==> config.mk <==
export PLATFORM = sky130hd
export DESIGN_NAME = bilinear_corner_gradient_pixel
export DESIGN_NICKNAME = d
export VERILOG_FILES = /design/src/hdl/bcg_pkg.sv /design/src/hdl/bcg_div_pipe.sv /design/src/hdl/bcg_blend.sv /design/src/hdl/bilinear_corner_gradient_pixel.sv
export VERILOG_INCLUDE_DIRS = /design/src /design/src/hdl
export SDC_FILE = /design/constraint.sdc
export NUM_CORES = 2
export LEC_CHECK = 0
export BUFFER_PORTS_ARGS = -buffer_cell sky130_fd_sc_hd__buf_4
export CELL_PAD_IN_SITES_DETAIL_PLACEMENT = 1
export CELL_PAD_IN_SITES_GLOBAL_PLACEMENT = 1
export CORE_UTILIZATION = 35
export CTS_BUF_LIST = sky130_fd_sc_hd__clkbuf_2
export DETAILED_ROUTE_END_ITERATION = 7
export HOLD_SLACK_MARGIN = 0.1
export PLACE_DENSITY = 0.69
export SETUP_SLACK_MARGIN = 0.4
export SYNTH_ARGS = -nofsm -noshare
export SYNTH_HDL_FRONTEND = slang
export SYNTH_HIERARCHICAL = 1
export SYNTH_SLANG_ARGS = --single-unit
==> constraint.sdc <==
create_clock -name clk -period 21.1 [get_ports clk]
set_input_delay 5.275 -clock clk [delete_from_list [all_inputs] [get_ports clk]]
set_output_delay 5.275 -clock clk [all_outputs]
set_load 0.01 [all_outputs]
==> src/hdl/bilinear_corner_gradient_pixel_defines.svh <==
// assertion macros for the bilinear corner gradient pixel block
`ifndef BILINEAR_CORNER_GRADIENT_PIXEL_DEFINES_SVH
`define BILINEAR_CORNER_GRADIENT_PIXEL_DEFINES_SVH
`ifndef SYNTHESIS
// same-cycle implication, checked on clk, off while rst_n is low
`define BCG_ASSERT_IMP(lbl, ante, cons) \
  lbl: assert property (@(posedge clk) disable iff (!rst_n) (ante) |-> (cons)) \
    else $error("bcg assertion failed");
// next-cycle implication, checked on clk, off while rst_n is low
`define BCG_ASSERT_NXT(lbl, ante, cons) \
  lbl: assert property (@(posedge clk) disable iff (!rst_n) (ante) |=> (cons)) \
    else $error("bcg assertion failed");
`else
`define BCG_ASSERT_IMP(lbl, ante, cons)
`define BCG_ASSERT_NXT(lbl, ante, cons)
`endif
`endif

==> src/hdl/bcg_pkg.sv <==
// shared types, constants and helpers for the bilinear corner gradient pixel block
package bcg_pkg;

  localparam int COORD_W   = 12;
  localparam int DIM_W     = 13;
  localparam int COLOR_W   = 24;
  localparam int CHAN_W    = 8;
  localparam int QUO_W     = 8;
  localparam int DIV_STEPS = QUO_W;
  localparam int REM_W     = COORD_W + CHAN_W;
  localparam int PROD_W    = 2 * CHAN_W;
  localparam int SUM_W     = PROD_W + 2;
  localparam int CORNERS   = 4;
  localparam int CHANNELS  = 3;
  localparam int CFG_ADDR_W = 3;

  localparam logic [DIM_W-1:0]   MAX_DIM        = 13'd4096;
  localparam logic [DIM_W-1:0]   RST_WIDTH      = 13'd256;
  localparam logic [DIM_W-1:0]   RST_HEIGHT     = 13'd256;
  localparam logic [CHAN_W-1:0]  WEIGHT_FULL    = 8'hff;

  typedef enum logic [CFG_ADDR_W-1:0] {
    REG_FRAME_WIDTH        = 3'd0,
    REG_FRAME_HEIGHT       = 3'd1,
    REG_TOP_LEFT_COLOR     = 3'd2,
    REG_TOP_RIGHT_COLOR    = 3'd3,
    REG_BOTTOM_LEFT_COLOR  = 3'd4,
    REG_BOTTOM_RIGHT_COLOR = 3'd5
  } cfg_reg_t;

  // corner order: top-left, top-right, bottom-left, bottom-right
  typedef logic [CORNERS-1:0][COLOR_W-1:0] color_set_t;

  typedef struct packed {
    logic [REM_W-1:0] rem;
    logic [QUO_W-1:0] quo;
  } div_lane_t;

  typedef struct packed {
    div_lane_t xl;
    div_lane_t yl;
    logic      oor;
  } div_item_t;

  typedef struct packed {
    logic [CORNERS-1:0][CHAN_W-1:0] fac;
    logic                           oor;
  } fac_item_t;

  typedef struct packed {
    logic [CHANNELS-1:0][CORNERS-1:0][PROD_W-1:0] prod;
    logic                                         oor;
  } prod_item_t;

  typedef struct packed {
    logic [CHAN_W-1:0] blue;
    logic [CHAN_W-1:0] green;
    logic [CHAN_W-1:0] red;
    logic              oor;
  } pix_item_t;

  // one restoring division step, quotient bits shift in from the right
  function automatic div_lane_t div_step(div_lane_t a, logic [REM_W-1:0] dsh);
    div_lane_t b;
    b = a;
    if (a.rem >= dsh) begin
      b.rem = a.rem - dsh;
      b.quo = {a.quo[QUO_W-2:0], 1'b1};
    end else begin
      b.quo = {a.quo[QUO_W-2:0], 1'b0};
    end
    return b;
  endfunction

endpackage

==> src/hdl/bcg_div_pipe.sv <==
// pipelined restoring divider, one quotient bit per stage for both axes
module bcg_div_pipe import bcg_pkg::*; (
  input  logic             clk,
  input  logic             rst_n,
  input  logic             in_valid,
  output logic             in_ready,
  input  div_item_t        in_data,
  input  logic [DIM_W-1:0] width_div,
  input  logic [DIM_W-1:0] height_div,
  output logic             out_valid,
  input  logic             out_ready,
  output div_item_t        out_data
);

  logic [DIV_STEPS-1:0] v_r;
  div_item_t            d_r   [DIV_STEPS];
  div_item_t            d_nxt [DIV_STEPS];
  div_item_t            src   [DIV_STEPS];
  logic [DIV_STEPS-1:0] src_v;
  logic [DIV_STEPS:0]   rdy;

  assign rdy[DIV_STEPS] = out_ready;
  assign in_ready       = rdy[0];
  assign out_valid      = v_r[DIV_STEPS-1];
  assign out_data       = d_r[DIV_STEPS-1];

  for (genvar k = 0; k < DIV_STEPS; k++) begin : g_step
    localparam int SH = DIV_STEPS - 1 - k;
    logic [REM_W-1:0] wsh;
    logic [REM_W-1:0] hsh;

    if (k == 0) begin : g_first
      assign src[k]   = in_data;
      assign src_v[k] = in_valid;
    end else begin : g_next
      assign src[k]   = d_r[k-1];
      assign src_v[k] = v_r[k-1];
    end

    // divisor aligned to the quotient bit this stage resolves
    assign wsh = {{(REM_W-DIM_W){1'b0}}, width_div} << SH;
    assign hsh = {{(REM_W-DIM_W){1'b0}}, height_div} << SH;

    assign rdy[k]   = !v_r[k] || rdy[k+1];
    assign d_nxt[k] = '{xl: div_step(src[k].xl, wsh),
                        yl: div_step(src[k].yl, hsh),
                        oor: src[k].oor};

    always_ff @(posedge clk) begin
      if (!rst_n) begin
        v_r[k] <= 1'b0;
      end else if (rdy[k]) begin
        v_r[k] <= src_v[k];
      end
    end

    always_ff @(posedge clk) begin
      if (rdy[k] && src_v[k]) begin
        d_r[k] <= d_nxt[k];
      end
    end
  end

endmodule

==> src/hdl/bcg_blend.sv <==
// corner factors, channel products and weighted sums over three stages
module bcg_blend import bcg_pkg::*; (
  input  logic       clk,
  input  logic       rst_n,
  input  logic       in_valid,
  output logic       in_ready,
  input  div_item_t  in_data,
  input  color_set_t corner_color,
  output logic       out_valid,
  input  logic       out_ready,
  output pix_item_t  out_data
);

  logic       fac_v_r, prd_v_r, pix_v_r;
  fac_item_t  fac_r, fac_nxt;
  prod_item_t prd_r, prd_nxt;
  pix_item_t  pix_r, pix_nxt;
  logic       fac_rdy, prd_rdy, pix_rdy;

  logic [CHAN_W-1:0] wr, wl, wb, wt;
  logic [PROD_W-1:0] p_tl, p_tr, p_bl, p_br;

  assign pix_rdy   = !pix_v_r || out_ready;
  assign prd_rdy   = !prd_v_r || pix_rdy;
  assign fac_rdy   = !fac_v_r || prd_rdy;
  assign in_ready  = fac_rdy;
  assign out_valid = pix_v_r;
  assign out_data  = pix_r;

  // corner factors
  assign wr = in_data.xl.quo;
  assign wb = in_data.yl.quo;
  assign wl = WEIGHT_FULL - wr;
  assign wt = WEIGHT_FULL - wb;
  assign p_tl = PROD_W'(wl) * PROD_W'(wt);
  assign p_tr = PROD_W'(wr) * PROD_W'(wt);
  assign p_bl = PROD_W'(wl) * PROD_W'(wb);
  assign p_br = PROD_W'(wr) * PROD_W'(wb);

  always_comb begin
    fac_nxt.fac[0] = p_tl[PROD_W-1:CHAN_W];
    fac_nxt.fac[1] = p_tr[PROD_W-1:CHAN_W];
    fac_nxt.fac[2] = p_bl[PROD_W-1:CHAN_W];
    fac_nxt.fac[3] = p_br[PROD_W-1:CHAN_W];
    fac_nxt.oor    = in_data.oor;
  end

  // channel 0 is red, the top byte of each color
  always_comb begin
    for (int c = 0; c < CHANNELS; c++) begin
      for (int k = 0; k < CORNERS; k++) begin
        prd_nxt.prod[c][k] = PROD_W'(fac_r.fac[k]) *
          PROD_W'(corner_color[k][COLOR_W-1-CHAN_W*c -: CHAN_W]);
      end
    end
    prd_nxt.oor = fac_r.oor;
  end

  always_comb begin
    logic [CHANNELS-1:0][SUM_W-1:0] sum;
    for (int c = 0; c < CHANNELS; c++) begin
      sum[c] = SUM_W'(prd_r.prod[c][0]) + SUM_W'(prd_r.prod[c][1])
             + SUM_W'(prd_r.prod[c][2]) + SUM_W'(prd_r.prod[c][3]);
    end
    pix_nxt.oor   = prd_r.oor;
    pix_nxt.red   = prd_r.oor ? '0 : sum[0][PROD_W-1:CHAN_W];
    pix_nxt.green = prd_r.oor ? '0 : sum[1][PROD_W-1:CHAN_W];
    pix_nxt.blue  = prd_r.oor ? '0 : sum[2][PROD_W-1:CHAN_W];
  end

  always_ff @(posedge clk) begin
    if (!rst_n) begin
      fac_v_r <= 1'b0;
      prd_v_r <= 1'b0;
      pix_v_r <= 1'b0;
    end else begin
      if (fac_rdy) fac_v_r <= in_valid;
      if (prd_rdy) prd_v_r <= fac_v_r;
      if (pix_rdy) pix_v_r <= prd_v_r;
    end
  end

  always_ff @(posedge clk) begin
    if (fac_rdy && in_valid) fac_r <= fac_nxt;
    if (prd_rdy && fac_v_r)  prd_r <= prd_nxt;
    if (pix_rdy && prd_v_r)  pix_r <= pix_nxt;
  end

endmodule

==> src/hdl/bilinear_corner_gradient_pixel.sv <==
// bilinear four-corner gradient: pixel coordinate in, blended rgb out
// pipeline: 1 entry, 8 divide and 3 blend stages from input transfer to output valid
// throughput: one pixel per cycle while out_tready stays high; every stage holds its item until the next one frees
// reset (rst_n low, synchronous) empties the pipeline and loads frame 256 x 256, colors black
// config writes take effect at once and must only happen while no pixel is in flight
`include "bilinear_corner_gradient_pixel_defines.svh"
module bilinear_corner_gradient_pixel import bcg_pkg::*; (
  input  logic                  clk,
  input  logic                  rst_n,
  // configuration write port
  input  logic                  cfg_we,
  input  logic [CFG_ADDR_W-1:0] cfg_addr,
  input  logic [COLOR_W-1:0]    cfg_wdata,
  // coordinate stream
  input  logic                  in_tvalid,
  output logic                  in_tready,
  input  logic [23:0]           in_tdata,   // pixel_x [11:0], pixel_y [23:12]
  // pixel stream
  output logic                  out_tvalid,
  input  logic                  out_tready,
  output logic [23:0]           out_tdata,  // red [7:0], green [15:8], blue [23:16]
  output logic                  out_tuser   // out_of_range
);

  // configuration registers
  logic [DIM_W-1:0]   frame_width_r, frame_height_r;
  color_set_t         corner_color_r;
  logic [DIM_W-1:0]   width_sat, height_sat;

  // entry stage
  logic               v0_r;
  div_item_t          s0_r, s0_nxt;
  logic [COORD_W-1:0] pixel_x, pixel_y;

  // divider to blend
  logic               div_in_ready;
  logic               div_out_valid;
  div_item_t          div_out_data;
  logic               blend_in_ready;
  pix_item_t          pix;

  always_ff @(posedge clk) begin
    if (!rst_n) begin
      frame_width_r  <= RST_WIDTH;
      frame_height_r <= RST_HEIGHT;
      corner_color_r <= '0;
    end else if (cfg_we) begin
      unique case (cfg_reg_t'(cfg_addr))
        REG_FRAME_WIDTH:        frame_width_r     <= cfg_wdata[DIM_W-1:0];
        REG_FRAME_HEIGHT:       frame_height_r    <= cfg_wdata[DIM_W-1:0];
        REG_TOP_LEFT_COLOR:     corner_color_r[0] <= cfg_wdata;
        REG_TOP_RIGHT_COLOR:    corner_color_r[1] <= cfg_wdata;
        REG_BOTTOM_LEFT_COLOR:  corner_color_r[2] <= cfg_wdata;
        REG_BOTTOM_RIGHT_COLOR: corner_color_r[3] <= cfg_wdata;
        default: ;  // unused indexes are dropped
      endcase
    end
  end

  // frame sizes above the maximum clamp to it
  assign width_sat  = (frame_width_r  > MAX_DIM) ? MAX_DIM : frame_width_r;
  assign height_sat = (frame_height_r > MAX_DIM) ? MAX_DIM : frame_height_r;

  assign pixel_x = in_tdata[COORD_W-1:0];
  assign pixel_y = in_tdata[2*COORD_W-1:COORD_W];

  // dividends 255*x and 255*y; out-of-frame check also covers a zero size
  always_comb begin
    s0_nxt.xl.rem = {pixel_x, CHAN_W'(0)} - {CHAN_W'(0), pixel_x};
    s0_nxt.yl.rem = {pixel_y, CHAN_W'(0)} - {CHAN_W'(0), pixel_y};
    s0_nxt.xl.quo = '0;
    s0_nxt.yl.quo = '0;
    s0_nxt.oor    = (width_sat == '0) || (height_sat == '0)
                 || ({1'b0, pixel_x} >= width_sat)
                 || ({1'b0, pixel_y} >= height_sat);
  end

  assign in_tready = !v0_r || div_in_ready;

  always_ff @(posedge clk) begin
    if (!rst_n) begin
      v0_r <= 1'b0;
    end else if (in_tready) begin
      v0_r <= in_tvalid;
    end
  end

  always_ff @(posedge clk) begin
    if (in_tready && in_tvalid) begin
      s0_r <= s0_nxt;
    end
  end

  // horizontal and vertical weights, one quotient bit per stage
  bcg_div_pipe u_div (
    .clk        (clk),
    .rst_n      (rst_n),
    .in_valid   (v0_r),
    .in_ready   (div_in_ready),
    .in_data    (s0_r),
    .width_div  (width_sat),
    .height_div (height_sat),
    .out_valid  (div_out_valid),
    .out_ready  (blend_in_ready),
    .out_data   (div_out_data)
  );

  // corner factors, products, sums; last stage is the output register
  bcg_blend u_blend (
    .clk          (clk),
    .rst_n        (rst_n),
    .in_valid     (div_out_valid),
    .in_ready     (blend_in_ready),
    .in_data      (div_out_data),
    .corner_color (corner_color_r),
    .out_valid    (out_tvalid),
    .out_ready    (out_tready),
    .out_data     (pix)
  );

  assign out_tdata = {pix.blue, pix.green, pix.red};
  assign out_tuser = pix.oor;

  // out-of-frame pixels come out black
  `BCG_ASSERT_IMP(a_oor_black, out_tvalid && out_tuser, out_tdata == '0)
  // the blend never reaches full scale on any channel
  `BCG_ASSERT_IMP(a_chan_max, out_tvalid,
    (pix.red != 8'hff) && (pix.green != 8'hff) && (pix.blue != 8'hff))
  // a held entry item stays put while the divider is full
  `BCG_ASSERT_NXT(a_entry_hold, v0_r && !div_in_ready, v0_r && $stable(s0_r))

endmodule

# After elaboration in Yosys (flattened, before gate mapping)
# Memories as Yosys holds them, arrays and structs flattened.
# Index checks and enable logic that the tools add are counted.
dict set report classes {
  n_lt_le_gt_ge 20
  n_eq_ne 5
  addsub 29
  reduce_logical 48
  mul 16
  mux 50
}
# operator count
set op_table {}
lappend op_table {{$mux 20} 16}
lappend op_table {{$mul 8x8->16} 16}
lappend op_table {{$add 16x16->16} 9}
lappend op_table {{$ge 20x13->1} 2}
lappend op_table {{$ge 20x14->1} 2}
lappend op_table {{$ge 20x15->1} 2}
lappend op_table {{$ge 20x16->1} 2}
lappend op_table {{$ge 20x17->1} 2}
lappend op_table {{$ge 20x18->1} 2}
lappend op_table {{$ge 20x19->1} 2}
lappend op_table {{$ge 20x20->1} 2}
lappend op_table {{$sub 20x12->20} 2}
lappend op_table {{$sub 20x13->20} 2}
lappend op_table {{$sub 20x14->20} 2}
lappend op_table {{$sub 20x15->20} 2}
lappend op_table {{$sub 20x16->20} 2}
lappend op_table {{$sub 20x17->20} 2}
lappend op_table {{$sub 20x18->20} 2}
lappend op_table {{$sub 20x19->20} 2}
lappend op_table {{$sub 20x20->20} 2}
lappend op_table {{$mux 1} 32}
lappend op_table {{$ge 12x13->1} 2}
lappend op_table {{$gt 13x13->1 const B} 2}
lappend op_table {{$logic_not 13->1} 2}
lappend op_table {{other kinds (10)} 55}
dict set report totals {
  out_inout_bits 27
  memories 1
  elab_cells 212
  reg_bits 426
  input_bits 56
  ramBits 456
}
# memory depth word_bits rd rd_clocked_by_memory_dff write_ports line
set mem_list {}
lappend mem_list {u_div.d_r 8 57 8 0 8 bcg_div_pipe.sv:16} ;# div_item_t d_r [DIV_STEPS];

# Depth between registers and ports, before layout
dict set report depth {
  ltp_word 15
  ltp_mapped 19
  depth_no_buf 16
}

# Modules after synthesis
# Netlist, hierarchy kept.
# mod cells_each seq_area_each_um2 n_inst area_each_um2
set by_module_without_submodules {}
lappend by_module_without_submodules {bcg_blend 4286 7597.3 1 43173.9}
lappend by_module_without_submodules {bcg_div_pipe 2327 12171.7 1 25558.3}
lappend by_module_without_submodules {bilinear_corner_gradient_pixel 844 3693.5 1 7493.4}

# Least setup slack after synthesis
# No wires, ideal clock.
dict set report synth_path {
  kind {input-to-reg}
  startpoint {in out_tready}
  endpoint {reg u_blend.prd_r (netlist bit u_blend/pix_nxt[0]) (enable)}
  stages 2
  arrival_time_ns 19.273
  t_required_ns 20.059
  slack_ns 0.786
  cell_sequence {nor2b_1 > a21boi_0}
}
dict set report synth_between {
  elab_chain_len 3
}
# item line
set synth_rtl {}
lappend synth_rtl {{start: declaration} bilinear_corner_gradient_pixel.sv:20} ;# input logic out_tready,
lappend synth_rtl {{$logic_or 1x1->1} bcg_blend.sv:23} ;# assign pix_rdy = !pix_v_r || out_ready;
lappend synth_rtl {{$logic_or 1x1->1} bcg_blend.sv:24} ;# assign prd_rdy = !prd_v_r || pix_rdy;
lappend synth_rtl {{$logic_and 1x1->1} bcg_blend.sv:85} ;# if (prd_rdy && fac_v_r) prd_r <= prd_nxt;
lappend synth_rtl {{end signal: assignment} bcg_blend.sv:85}
lappend synth_rtl {{end: declaration} bcg_blend.sv:16} ;# prod_item_t prd_r, prd_nxt;
# No other way between the ends.
# A chain may end at the register's enable or synchronous reset.

# Worst setup path after layout
dict set report layout_path {
  startpoint {in out_tready}
  endpoint {out in_tready}
}
dict set report layout_between {
  elab_chain_len 12
}
# item line
set layout_rtl {}
lappend layout_rtl {{$logic_or 1x1->1} bcg_blend.sv:23}
lappend layout_rtl {{$logic_or 1x1->1} bcg_blend.sv:24}
lappend layout_rtl {{$logic_or 1x1->1} bcg_blend.sv:25} ;# assign fac_rdy = !fac_v_r || prd_rdy;
lappend layout_rtl {{net blend_in_ready} bilinear_corner_gradient_pixel.sv:39} ;# logic blend_in_ready;
lappend layout_rtl {{$logic_or 1x1->1 (8 in series)} bcg_div_pipe.sv:44} ;# assign rdy[k] = !v_r[k] || rdy[k+1];
lappend layout_rtl {{net div_in_ready} bilinear_corner_gradient_pixel.sv:36} ;# logic div_in_ready;
lappend layout_rtl {{$logic_or 1x1->1} bilinear_corner_gradient_pixel.sv:78} ;# assign in_tready = !v0_r || div_in_ready;
lappend layout_rtl {{end: declaration} bilinear_corner_gradient_pixel.sv:16} ;# output logic in_tready,
# The timed path passes the listed nets, and every way through them passes these cells.

==> run metrics <==
CTS Buf Count 221; die width 461 um; overall power 3440 uW; worst slew pin tran 1.23 ns; Mapped Avg Cell Area approximately 10 um^2; crit path DAT 8.09 ns; final setup vio count 0; Fill cells 23.9k; Ys Warns 6; Via density 5.06; MaxCap Viol Count 0; CTS max path bufs 3; VDD IR-drop max 0.0539 mV; CP Cell Sequence buf_4 -> nor2b_1 -> buf_4 -> nand3_1 -> nor2b_1 -> and2_1 -> and3_1 -> nand3_1 -> nor2_1 -> nand2_1 -> nand2b_1 -> buf_4; Max transition margin 0.177; # rows 168; fin nets 8942; number of nets still failing antenna checks after routing 0; critical setup path kind in -> out; clock root buffer clkbuf_2; slowest stage delay, CP 0.49 ns; Tmin final 13.36 ns; post-synthesis cell area 73700 um^2; total negative setup slack 0 ns; final hold violation count 0; Post-Syn Nets 8787; # clock sinks 786; hold crit path type reg -> reg; maximum number of pins on one net before global-route repair ~80; initial DRC count 2553; dpl hpwl approximately 150000 um; DRT Wirelength a little under 200000 um; H-tree depth 4; core area about 210000 um^2; io pins 83; Initial Util 0.352; clock-pin slew on the worst setup and hold paths 0.09 ns; Gates resized, CTS repair 0; area grow syn2layout 8.19%; Syn Inst Count 7211; Die H 461 um; RSZ-0062 raised after global routing no; fmax 74.8 MHz; overall routing resource usage 0.188; Crit path required time between 15 and 20 ns; vias between 50k and 60k; cts hold-fix bufs 0; CP startpoint kind input pin; Die Area between 200000 and 250000 um^2; CP Capture Type output port; Slowest cell on crit path and3_1; DRC 2; CTS tree yes; initial antenna violation count 13; Port Buffers between 80 and 90; failing checks design-rule violations; PD cells 43.1 nW/um^2; first-pass GRT wire length 313000 um; clk_lat worst skew 1.86 ns; share of cells above drive strength 1 0.0859; Post-CTS Setup Inserts 0; Max FO, Critical Path 6; vias in the first global route 57.0k; skew final 0.211 ns; GRT overflow 0; fin crit share 0.633; most frequent CP cell buf_4; Static Leak 0.0356 uW; status complete, but fails checks; gpl congestion 0.829; number of max-slew violations in the final report 0; detailed-router iteration count before antenna repair 7; DR WL/cell 19.0 um
## per-layer routing
layer  global-route usage  share of wire
met1                0.242           0.45
met2                0.312           0.47
met3               0.0362          0.049
met4               0.0692          0.034
met5                    0       0.000056
## report_power, final
| part | total, uW | switching, uW | internal [uW] | leakage, uW |
|---|---|---|---|---|
| clock network | 1250 | 740 | 511 | 0.00164 |
| logic | 446 | 259 | 187 | 0.0270 |
| registers | 1740 | 27.4 | 1710 | 0.00705 |
## stage by stage
step	area (um^2)	hold WS [ns]	utilization	setup slack, ns	instances
detailed placement	77500	0.406	0.370	7.74	9948
CTS	79700	0.341	0.381	7.71	10359
global placement	77500	0.403	0.370	7.71	9948
finish	79700	0.348	0.381	7.74	10369
floorplan	73700	0.400	-	0.786	7211
global route	79700	0.373	0.381	7.45	10368
## critical path, delay by kind of cell
| kind | cells | cell delay (ns) |
|---|---|---|
| buf+inv | 3 | 0.49 |
| simple gates | 9 | 2.30 |
## area by class of cell
| cell class | count | area (um^2) | area share |
|---|---|---|---|
| Clock inverter | 93 | 638 | 0.00800 |
| Multi-Input combinational cell | 5324 | 47300 | 0.593 |
| Inverter | 887 | 3330 | 0.0418 |
| Sequential cell | 786 | 22300 | 0.279 |
| Tap cell | 2805 | 3510 | 0.0440 |
| Timing Repair Buffer | 146 | 1100 | 0.0137 |
| Clock buffer | 318 | 1590 | 0.0200 |
| Antenna cell | 10 | 25.0 | 0.000314 |
## state kept, by name, summed over array words and instances (netlist names), 7 cells and up
signal and count:
corner_color_r 96, frame_height_r 13, frame_width_r 13, s0_r 41, u_blend/fac_r 33, u_blend/out_data 25, u_blend/prd_r 192, u_div/d_r 360
u_div/src_v 7
## cells in the final DEF (no fill, tap or decap), types with 80 or more instances in the layout
master	instances
and2_1	687
nor2_1	310
a21boi_0	127
dfxtp_1	134
xor2_1	102
nand2_1	587
clkbuf_2	318
fa_1	675
buf_4	146
edfxtp_1	652
nand2b_1	104
nor3_1	96
a21oi_1	298
o21ai_0	207
a21o_1	85
xnor2_1	289
ha_1	845
o21a_1	80
nor2b_1	168
inv_1	887
## final timing paths
path | startpoint | endpoint | slack (ns) | cells past startpoint
worst min register to register | u_div/d_r[1][148]$_DFFE_PP_ | u_div/d_r[1][206]$_DFFE_PP_ | 0.35 | 0
worst max register to register | u_blend/fac_r[19]$_DFFE_PP_ | u_blend/prd_r[112]$_DFFE_PP_ | 15.54 | 14
worst min-delay path | u_div/d_r[1][148]$_DFFE_PP_ | u_div/d_r[1][206]$_DFFE_PP_ | 0.35 | 0
worst max-delay path | out_tready | in_tready | 7.74 | 12
Power figures use the tool's default switching activity.
